<file path="src/arp_pkg.sv">
// Package for the arpeggio phase accumulator: field widths, reset constants,
// controller state type and the command/status structs between controller and datapath.
// No dependencies.
package arp_pkg;

    localparam int NUM_KEYS_DEF   = 12;
    localparam int PHASE_BITS_DEF = 32;

    localparam int KEY_IDX_W = 4;
    localparam int STEP_W    = 32;
    localparam int VOL_W     = 4;
    localparam int DWELL_W   = 7;
    localparam int SAMPLE_W  = 8;

    localparam logic [DWELL_W-1:0] DWELL_RESET = 7'd25;
    localparam logic [VOL_W-1:0]   FULL_VOLUME = 4'd8;

    localparam logic FUNC_TICK  = 1'b0;
    localparam logic FUNC_WRITE = 1'b1;

    typedef enum logic [1:0] {
        ST_IDLE,
        ST_SEARCH,
        ST_FINISH
    } state_t;

    // Commands from controller to datapath
    typedef struct packed {
        logic write;     // store step_size at key_index
        logic start;     // advance dwell divider, latch volume, step key pointer on wrap
        logic advance;   // move key pointer to next key
        logic add;       // add current key's step to phase
        logic load_out;  // compute sample into output register
    } cmd_t;

    // Status from datapath to controller
    typedef struct packed {
        logic any;       // some stored step is nonzero
        logic hit;       // step at key pointer is nonzero
        logic out_busy;  // output register holds a result not yet taken
    } status_t;

endpackage

</file>
<file path="src/arp_ctrl.sv">
// Controller state machine for the arpeggio phase accumulator.
// Depends on arp_pkg (state_t, cmd_t, status_t, FUNC_* codes).
module arp_ctrl
    import arp_pkg::*;
(
    input  logic    clk,
    input  logic    rst_n,
    input  logic    in_valid,
    input  logic    func,
    output logic    in_ready,
    input  status_t status,
    output cmd_t    cmd
);

    state_t state_reg;
    state_t state_next;

    always_ff @(posedge clk or negedge rst_n)
    begin
        if (!rst_n)
        begin
            state_reg <= ST_IDLE;
        end
        else
        begin
            state_reg <= state_next;
        end
    end

    always_comb
    begin
        state_next = state_reg;
        cmd        = '0;
        in_ready   = 1'b0;
        case (state_reg)
            ST_IDLE:
            begin
                in_ready = 1'b1;
                if (in_valid)
                begin
                    if (func == FUNC_WRITE)
                    begin
                        cmd.write = 1'b1;
                    end
                    else
                    begin
                        cmd.start  = 1'b1;
                        state_next = ST_SEARCH;
                    end
                end
            end
            ST_SEARCH:
            begin
                // One table entry per cycle until a held key is found; no walk when no key is held
                if (!status.any)
                begin
                    state_next = ST_FINISH;
                end
                else if (status.hit)
                begin
                    cmd.add    = 1'b1;
                    state_next = ST_FINISH;
                end
                else
                begin
                    cmd.advance = 1'b1;
                end
            end
            ST_FINISH:
            begin
                if (!status.out_busy)
                begin
                    cmd.load_out = 1'b1;
                    state_next   = ST_IDLE;
                end
            end
            default:
            begin
                state_next = ST_IDLE;
            end
        endcase
    end

endmodule

</file>
<file path="src/arp_datapath.sv">
// Datapath of the arpeggio phase accumulator: step table, dwell divider,
// key pointer, phase accumulator and output register. Depends on arp_pkg.
module arp_datapath
    import arp_pkg::*;
#(
    parameter int NUM_KEYS   = NUM_KEYS_DEF,
    parameter int PHASE_BITS = PHASE_BITS_DEF
)
(
    input  logic                 clk,
    input  logic                 rst_n,
    input  cmd_t                 cmd,
    output status_t              status,
    input  logic [KEY_IDX_W-1:0] key_index,
    input  logic [STEP_W-1:0]    step_size,
    input  logic [VOL_W-1:0]     volume,
    input  logic                 cfg_we,
    input  logic [DWELL_W-1:0]   cfg_wdata,
    output logic                 out_valid,
    input  logic                 out_ready,
    output logic [SAMPLE_W-1:0]  sample_out
);

    localparam int KEY_W = (NUM_KEYS > 1) ? $clog2(NUM_KEYS) : 1;
    localparam logic [KEY_W-1:0] LAST_KEY = KEY_W'(NUM_KEYS - 1);

    logic [STEP_W-1:0]     step_reg [NUM_KEYS];
    logic [NUM_KEYS-1:0]   nz_reg;
    logic [PHASE_BITS-1:0] phase_reg;
    logic [KEY_W-1:0]      ptr_reg;
    logic [DWELL_W-1:0]    cnt_reg;
    logic [DWELL_W-1:0]    dwell_reg;
    logic [VOL_W-1:0]      vol_reg;
    logic                  out_valid_reg;
    logic [SAMPLE_W-1:0]   sample_reg;

    logic [DWELL_W-1:0]    cnt_inc;
    logic [DWELL_W-1:0]    cnt_next;
    logic [KEY_W-1:0]      ptr_succ;
    logic                  key_ok;
    logic [VOL_W-1:0]      shift_amt;
    logic signed [SAMPLE_W-1:0] centered;
    logic signed [SAMPLE_W-1:0] scaled;
    logic [SAMPLE_W-1:0]   top_byte;

    assign key_ok   = (int'(key_index) < NUM_KEYS);
    assign ptr_succ = (ptr_reg == LAST_KEY) ? '0 : ptr_reg + KEY_W'(1);
    assign cnt_inc  = cnt_reg + DWELL_W'(1);
    assign cnt_next = (cnt_inc >= dwell_reg) ? '0 : cnt_inc;

    assign status.any      = |nz_reg;
    assign status.hit      = nz_reg[ptr_reg];
    assign status.out_busy = out_valid_reg && !out_ready;

    // Sample: (top byte - 128) >>> (8 - volume) + 128, volume clamped to full
    assign top_byte  = phase_reg[PHASE_BITS-1 -: SAMPLE_W];
    assign shift_amt = (vol_reg > FULL_VOLUME) ? '0 : FULL_VOLUME - vol_reg;
    assign centered  = {~top_byte[SAMPLE_W-1], top_byte[SAMPLE_W-2:0]};
    assign scaled    = centered >>> shift_amt;

    // Table payload; nz_reg marks which entries hold a nonzero step
    always_ff @(posedge clk)
    begin
        if (cmd.write && key_ok)
        begin
            step_reg[key_index[KEY_W-1:0]] <= step_size;
        end
    end

    always_ff @(posedge clk or negedge rst_n)
    begin
        if (!rst_n)
        begin
            nz_reg        <= '0;
            phase_reg     <= '0;
            ptr_reg       <= '0;
            cnt_reg       <= '0;
            dwell_reg     <= DWELL_RESET;
            vol_reg       <= '0;
            out_valid_reg <= 1'b0;
        end
        else
        begin
            if (cfg_we)
            begin
                dwell_reg <= cfg_wdata;
            end
            if (cmd.write && key_ok)
            begin
                nz_reg[key_index[KEY_W-1:0]] <= (step_size != '0);
            end
            if (cmd.start)
            begin
                cnt_reg <= cnt_next;
                vol_reg <= volume;
                if (cnt_next == '0)
                begin
                    ptr_reg <= ptr_succ;
                end
            end
            if (cmd.advance)
            begin
                ptr_reg <= ptr_succ;
            end
            if (cmd.add)
            begin
                phase_reg <= phase_reg + step_reg[ptr_reg][PHASE_BITS-1:0];
            end
            if (cmd.load_out)
            begin
                out_valid_reg <= 1'b1;
            end
            else if (out_ready)
            begin
                out_valid_reg <= 1'b0;
            end
        end
    end

    always_ff @(posedge clk)
    begin
        if (cmd.load_out)
        begin
            sample_reg <= {~scaled[SAMPLE_W-1], scaled[SAMPLE_W-2:0]};
        end
    end

    assign out_valid  = out_valid_reg;
    assign sample_out = sample_reg;

endmodule

</file>
<file path="src/arpeggio_phase_accumulator_top.sv">
// Arpeggio phase accumulator, top level: controller plus datapath.
// A key write gives no result. A sample tick goes from idle to the key search, which walks
//   the table up to and including the first held key, and then to the finish state, which
//   loads the output register and raises out_valid once that register is free.
// A new tick is taken only in idle, after the search and finish of the last one.
// Reset (rst_n, async, active low): table empty, phase, pointer and divider zero,
//   dwell 25, no result pending. No clearing pass.
module arpeggio_phase_accumulator_top
    import arp_pkg::*;
#(
    parameter int NUM_KEYS   = NUM_KEYS_DEF,
    parameter int PHASE_BITS = PHASE_BITS_DEF
)
(
    input  logic                 clk,
    input  logic                 rst_n,
    // input item channel
    input  logic                 in_valid,
    output logic                 in_ready,
    input  logic                 func,
    input  logic [KEY_IDX_W-1:0] key_index,
    input  logic [STEP_W-1:0]    step_size,
    input  logic [VOL_W-1:0]     volume,
    // result channel
    output logic                 out_valid,
    input  logic                 out_ready,
    output logic [SAMPLE_W-1:0]  sample_out,
    // dwell_samples register write
    input  logic                 cfg_we,
    input  logic [DWELL_W-1:0]   cfg_wdata
);

    cmd_t    cmd;
    status_t status;

    // Controller: accept a transfer in idle, walk the key search, then hand
    // the sample to the output register once it is free.
    arp_ctrl u_ctrl (
        .clk      (clk),
        .rst_n    (rst_n),
        .in_valid (in_valid),
        .func     (func),
        .in_ready (in_ready),
        .status   (status),
        .cmd      (cmd)
    );

    // Datapath: table, divider, pointer, accumulator and the output register
    // that lets the next item in while a result waits.
    arp_datapath #(
        .NUM_KEYS   (NUM_KEYS),
        .PHASE_BITS (PHASE_BITS)
    ) u_dp (
        .clk        (clk),
        .rst_n      (rst_n),
        .cmd        (cmd),
        .status     (status),
        .key_index  (key_index),
        .step_size  (step_size),
        .volume     (volume),
        .cfg_we     (cfg_we),
        .cfg_wdata  (cfg_wdata),
        .out_valid  (out_valid),
        .out_ready  (out_ready),
        .sample_out (sample_out)
    );

    // Add the step only for a held key
    a_add_on_hit: assert property (@(posedge clk) disable iff (!rst_n)
        cmd.add |-> (status.hit && status.any))
        else $error("phase add without a held key");

    // Never overwrite a result that has not been taken
    a_load_free: assert property (@(posedge clk) disable iff (!rst_n)
        cmd.load_out |-> !(out_valid && !out_ready))
        else $error("output register overwritten");

    // Drop input ready while a tick is at work
    a_busy_after_start: assert property (@(posedge clk) disable iff (!rst_n)
        cmd.start |=> !in_ready)
        else $error("input accepted during a tick");

    // Advance the phase at most once per tick
    a_single_add: assert property (@(posedge clk) disable iff (!rst_n)
        cmd.add |=> (!cmd.add && !cmd.advance))
        else $error("second search step after phase add");

endmodule
</file>
<file path="config.mk">
export PLATFORM = sky130hd
export DESIGN_NAME = arpeggio_phase_accumulator_top
export DESIGN_NICKNAME = d
export VERILOG_FILES = /design/src/arp_pkg.sv /design/src/arp_ctrl.sv /design/src/arp_datapath.sv /design/src/arpeggio_phase_accumulator_top.sv
export SDC_FILE = /design/constraint.sdc
export NUM_CORES = 1
export LEC_CHECK = 0
export ABC_AREA = 1
export BUFFER_PORTS_ARGS = -buffer_cell sky130_fd_sc_hd__buf_2
export CAP_MARGIN = 25
export CELL_PAD_IN_SITES_DETAIL_PLACEMENT = 1
export CELL_PAD_IN_SITES_GLOBAL_PLACEMENT = 1
export CORE_UTILIZATION = 50
export CTS_CLUSTER_SIZE = 14
export DETAILED_ROUTE_END_ITERATION = 6
export PLACE_DENSITY_LB_ADDON = 0.1
export REMOVE_ABC_BUFFERS = 1
export SETUP_SLACK_MARGIN = 0.15
export SYNTH_ARGS = -nofsm -noshare
export SYNTH_HDL_FRONTEND = slang
export SYNTH_SLANG_ARGS = --single-unit
</file>
<file path="constraint.sdc">
create_clock -name clk -period 3.75 [get_ports clk]
set_clock_uncertainty 0.05 [all_clocks]
set_input_delay 0.75 -clock clk [delete_from_list [all_inputs] [get_ports clk]]
set_output_delay 0.75 -clock clk [all_outputs]
set_load 0.02 [all_outputs]
</file>
Word-level counts from Yosys, hierarchy flattened
Memories as Yosys holds them, arrays and structs flattened.
Index checks and enable logic that the tools add are counted.

storage, ports and cells
  memory bits (read-only) = 0
  memories = 1
  memory bits (writable) = 384
  output and inout port bits = 10
  word-level logic and storage cells = 75
  register bits after elaboration = 77
  latch bits = 0
  input port bits = 53

operators by class
  order comparisons = 6
  eq/ne operators = 7
  reductions and logical operators = 13
  shifts and indexed selects = 1
  $add $sub $neg = 4
  muxes and demuxes = 32
  bitwise logic cells = 2
  div/mod/pow operators = 0
  multiply operators = 0

memory list
  memory         words  bits a word  read ports  clocked after memory_dff  wr ports  line                RTL
  u_dp.step_reg  12     32           1           0                         1         arp_datapath.sv:27  logic [STEP_W-1:0] step_reg [NUM_KEYS];

operators with widths
  cell                                                                                  number
  32-bit adder                                                                          1
  32-bit nonzero test                                                                   1
  4-bit two-way mux                                                                     5
  2-bit two-way mux                                                                     9
  1-bit two-way mux                                                                     13
  12-bit bitwise mux                                                                    1
  12-bit OR reduction                                                                   1
  4-bit by 5-bit less-than comparator with 1-bit output (second input constant)         2
  8-bit by 4-bit >>> shifter with 8-bit output                                          1
  7-bit by 1-bit adder with 7-bit output (second input constant)                        1
  7-bit greater-or-equal comparator                                                     1
  7-bit zero test                                                                       1
  7-bit two-way mux                                                                     1
  2-bit inequality test (second input constant)                                         3
  2-bit case mux with 3 select lines                                                    1
  2-bit nonzero test                                                                    3
  4-bit by 1-bit adder with 4-bit output (second input constant)                        1
  1-bit binary-select mux with 4-bit select                                             1
  1-bit demux with 4-bit select                                                         1
  4-bit equality test (second input constant)                                           1
  4-bit by 1-bit greater-or-equal comparator with 1-bit output (second input constant)  1
  4-bit > comparator (second input constant)                                            1
  4-bit less-than comparator (second input constant)                                    1
  4-bit AND reduction                                                                   1
  9 further kinds                                                                       12

Longest topological paths before layout
  word-level depth = 7
  gate-level depth with buffers = 24
  gate-level depth less buffers = 21

By module
Synthesis repeated with hierarchy kept, for this count alone.

unflattened totals
  cells, all modules = 2014
  area total of the unflattened synthesis = 20860.0 um^2

by module, submodules not included
  module        area each (um^2)  cells an instance  sequential area each (um^2)  instances
  arp_datapath  20714.9           1989               13451.7                      1
  arp_ctrl      145.1             25                 50.0                         1

Worst setup path before layout
No wires, ideal clock.

  path kind = input port to flip-flop
  from = input port in_valid
  to = memory u_dp.step_reg[10][0] (enable)
  path buffers = 0
  stages = 4
  arrival time = 2591 ps
  data required time = 3276 ps
  setup time = 424 ps
  setup slack = 685 ps
  cell sequence = nand3_1 -> a21oi_1 -> nand3_1 -> nor2_1

between the ends
  cells in the longest elaborated chain, start to end = 5

RTL lines
  item                                     line                                  RTL
  start: declaration                       arpeggio_phase_accumulator_top.sv:18  input logic in_valid,
  2-bit two-way mux                        arp_ctrl.sv:39                        if (in_valid)
  2-bit two-way mux                        arp_ctrl.sv:35                        case (state_reg)
  1-bit logical AND                        arp_datapath.sv:64                    if (cmd.write && key_ok)
  1-bit two-way mux                        arp_datapath.sv:64
  1-bit two-way mux (not written as such)  arp_datapath.sv:66                    step_reg[key_index[KEY_W-1:0]] <= step_size;
  end: declaration                         arp_datapath.sv:27

Every way passes these cells.

Worst setup path after layout
  from = register u_dp.ptr_reg[0]
  to = register u_dp.phase_reg[31]

between the ends
  cells in the longest elaborated chain, start to end = 5
  elaborated cells on any way between the ends = 7
  classes of those cells = 1 x add/sub; 5 x mux; 1 x memory

RTL lines
  item                                                             line                 RTL
  start: declaration                                               arp_datapath.sv:30   logic [KEY_W-1:0] ptr_reg;
  start signal: assignment                                         arp_datapath.sv:98   ptr_reg <= ptr_succ;
  start signal: assignment                                         arp_datapath.sv:103  ptr_reg <= ptr_succ;
  branches (longest 5 deep; another with memory read 12 x 32 bit)  n/a
  end signal: assignment                                           arp_datapath.sv:107  phase_reg <= phase_reg + step_reg[ptr_reg][PHASE_BITS-1:0];
  end: declaration                                                 arp_datapath.sv:29   logic [PHASE_BITS-1:0] phase_reg;

Parallel ways; which one is timed is not known. The select of a mux whose other input is x is not followed.
A chain may end at the register's enable or synchronous reset.

==> flow_summary.ini <==
[synthesis]
ys_seq_area_frac = 0.6456
synth_fa_ha_area_frac = 0.02549
ys_types = 40
synth_cells = 2014
yosys-mux-area-fraction = 0.0005385
synth_xor_area_frac = 0.007539
synth-seq-cells = 461
syn_area_sq_mm = 0.02091
synth-compound-area-share = 0.1149
avgSynthCellArea_sq_um = 10.38
ys_warn_count = 0
synth-simple-area-share = 0.1571
synth_top_family_by_area = simple AND/OR/NAND/NOR gates

[sta]
setup_viol = 0
max_freq_mhz = 287.4
maxSlewHeadroom = 0.4266
setup_slack_ps = 270.3
maxSlewViolCount = 0
min_period_ps = 3480
hold_viol = 0
post-route-period-util = 0.9279
setup_tns_ps = 0
tightestPinTransition_ps = 856.9
rsz0062_at_grt = yes

[cells_and_area]
fin_cells = 2661
drive_above_1_share = 0.1180
nNetsFinal = 2184
finish.instance_area_sq_mm = 0.02378
syn_to_final_growth_pct = 13.73
final_common_cell = edfxtp_1
most-common-layout-cells = edfxtp_1 (392), nand2_1 (374), nor2_1 (327)
largest_reg_flops = 384
final_util = 0.5799

[routing]
first_pass_iters = 7
drc = 10
first_iter_violations = 1203
wl_per_cell_um = 22.74
finalWirelength_um = 60510
ant_nets = 0
vias = 15440
via_per_inst = 5.802

[worst_setup_path]
crit_fanout = 39
startpoint_type = flip-flop
critPathKind = flip-flop to flip-flop
endpoint_kind = flip-flop
worstPathRequired_ps = 4180
arrival_ps = 3910

[die]
die_x_um = 206.5
ioPinCount = 63
die_area_sq_mm = 0.04265
fp.coreArea_sq_mm = 0.04102
die_y_um = 206.5
initial_core_util = 0.5099
rows = 74

[worst_hold_path]
min_path_type = input port to asynchronous set/reset pin

[status]
status = complete, but fails checks
violations = design-rule violations

[placement]
hpwl_um = 36260
dp_slack_ps = 200.4
placedCellCount = 2565
gp_congestion = 0.8594
dpl_cell_area_sq_mm = 0.02202
io_buffers = 62

[clock_tree]
cts_tree = built
clk_path_buf_depth = 3
clkSinkCount = 461
htree_levels = 2
cts_root_buf = clkbuf_16
insertion_delay_ps = 600
clk_pin_slew_ps = 70
cts_buffers = 49

[global_routing]
grt_util_all_layers = 0.2839
grt_pass1_wl_um = 90960
grt-ovfl-total = 0
grt_pass1_vias = 16080
grt_max_degree = 84
grt_antenna_before_repair = 2

[flow_run]
max_cap_violations = 0

[power]
power.density_mw_per_mm2 = 873.9
ir_worst_vdd_mv = 0.4087
p_leak_nw = 9.196
cell families (layout without fill, tap and decap cells):
kind of cell               Yosys count  after routing
xor gates and xnor gates            18             18
and+or+nand+nor                    822            822
AOI/OAI and AO/OA                  433            433
buffers and inverters              237            351
DFF                                461            461
adders and majority gates           42             42
muxes                                1              1
other                                0              1
cell type report:
type,instances,area [sq um]
Antenna cell,1,2.502
Clock buffer,59,1264
Clock inverter,31,294.0
Fill cell,4354,17230
Inverter,147,564.3
Multi-Input combinational cell,1316,6570
Sequential cell,461,13510
Tap cell,532,665.6
Timing Repair Buffer,114,914.6
synthesized netlist by cell type, drive strengths merged:
cell,number,share of area
clkinv,1,0.00018
mux2,1,0.00054
a41oi,1,0.00042
fa,1,0.00096
o22ai,62,0.019
buf,43,0.014
or2,2,0.00060
a21oi,51,0.012
xor2,4,0.0017
ha,41,0.025
nor4,8,0.0024
a31oi,19,0.0057
o221ai,12,0.0050
inv,146,0.026
dfstp,3,0.0038
o21a,2,0.00072
o211ai,2,0.00072
nand3,69,0.017
nand4,5,0.0015
nor3,6,0.0014
o21bai,6,0.0022
nor2,340,0.062
a21o,2,0.00072
nand3b,7,0.0025
nand2,385,0.070
dfrtp,66,0.079
edfxtp,392,0.56
o21ai,276,0.069
clkbuf,47,0.0084
xnor2,14,0.0059
metrics by stage:
step / hold WS [ps] / total power, mW
final: 46.04 / 20.79
after global routing: 61.63 / 22.20
after CTS: 280.0 / 20.57
after detailed placement: 428.3 / 15.77
after global placement: 415.8 / 15.38
after floorplan: 398.3 / 12.64
final timing paths:
path	endpoint	cells after the start	from	slack [ps]
max in group asynchronous	u_dp.dwell_reg[0]$_DFFE_PN1P_	2	rst_n	3000
min in group clk	u_dp.vol_reg[3]$_DFFE_PN0P_	3	volume[3]	330
setup reg to reg	u_dp.phase_reg[31]$_DFFE_PN0P_	19	u_dp.ptr_reg[0]$_DFFE_PN0P_	270
hold / removal	u_dp.dwell_reg[5]$_DFFE_PN0P_	1	rst_n	50
setup / recovery	u_dp.phase_reg[31]$_DFFE_PN0P_	19	u_dp.ptr_reg[0]$_DFFE_PN0P_	270
hold reg to reg	u_dp.phase_reg[15]$_DFFE_PN0P_	2	u_dp.phase_reg[15]$_DFFE_PN0P_	440
worst max-delay path: stages (launching register included):
cell	delay [ps]
dfrtp_4	560
inv_8	150
buf_12	230
buf_12	210
o21ai_0	120
o22ai_1	170
nand2_1	70
nand2_1	80
nor2_1	40
a31oi_1	430
ha_1	400
a21o_1	180
nor2_1	110
nand2_1	60
inv_1	50
nand2_1	70
a21oi_1	130
nand2_1	70
nand3_1	70
nand2_1	50
power by group:
group / switching (mW) / internal (mW)
sequential: 0.317 / 6.01
clock: 2.07 / 2.69
combinational: 6.52 / 3.19
what timing repair did:
item | in CTS | in global routing
buffers inserted | 0 | 2
endpoints found under the setup margin | 0 | 15
resized for setup | 0 | 23
hold buffers | 0 | 0
endpoints found under the hold margin | 0 | 0
layer usage:
| metal | track usage | vias up | share of wire | routed length (um) |
|---|---|---|---|---|
| met5 | 0 | - | 0 | 0 |
| met4 | 0.08508 | 0 | 0.022 | 1329 |
| met3 | 0.03690 | 99 | 0.048 | 2898 |
| met2 | 0.4885 | 443 | 0.50 | 30190 |
| met1 | 0.3744 | 7778 | 0.43 | 26090 |
| li1 | - | 7118 | - | - |
(Power assumes the default switching activity.)
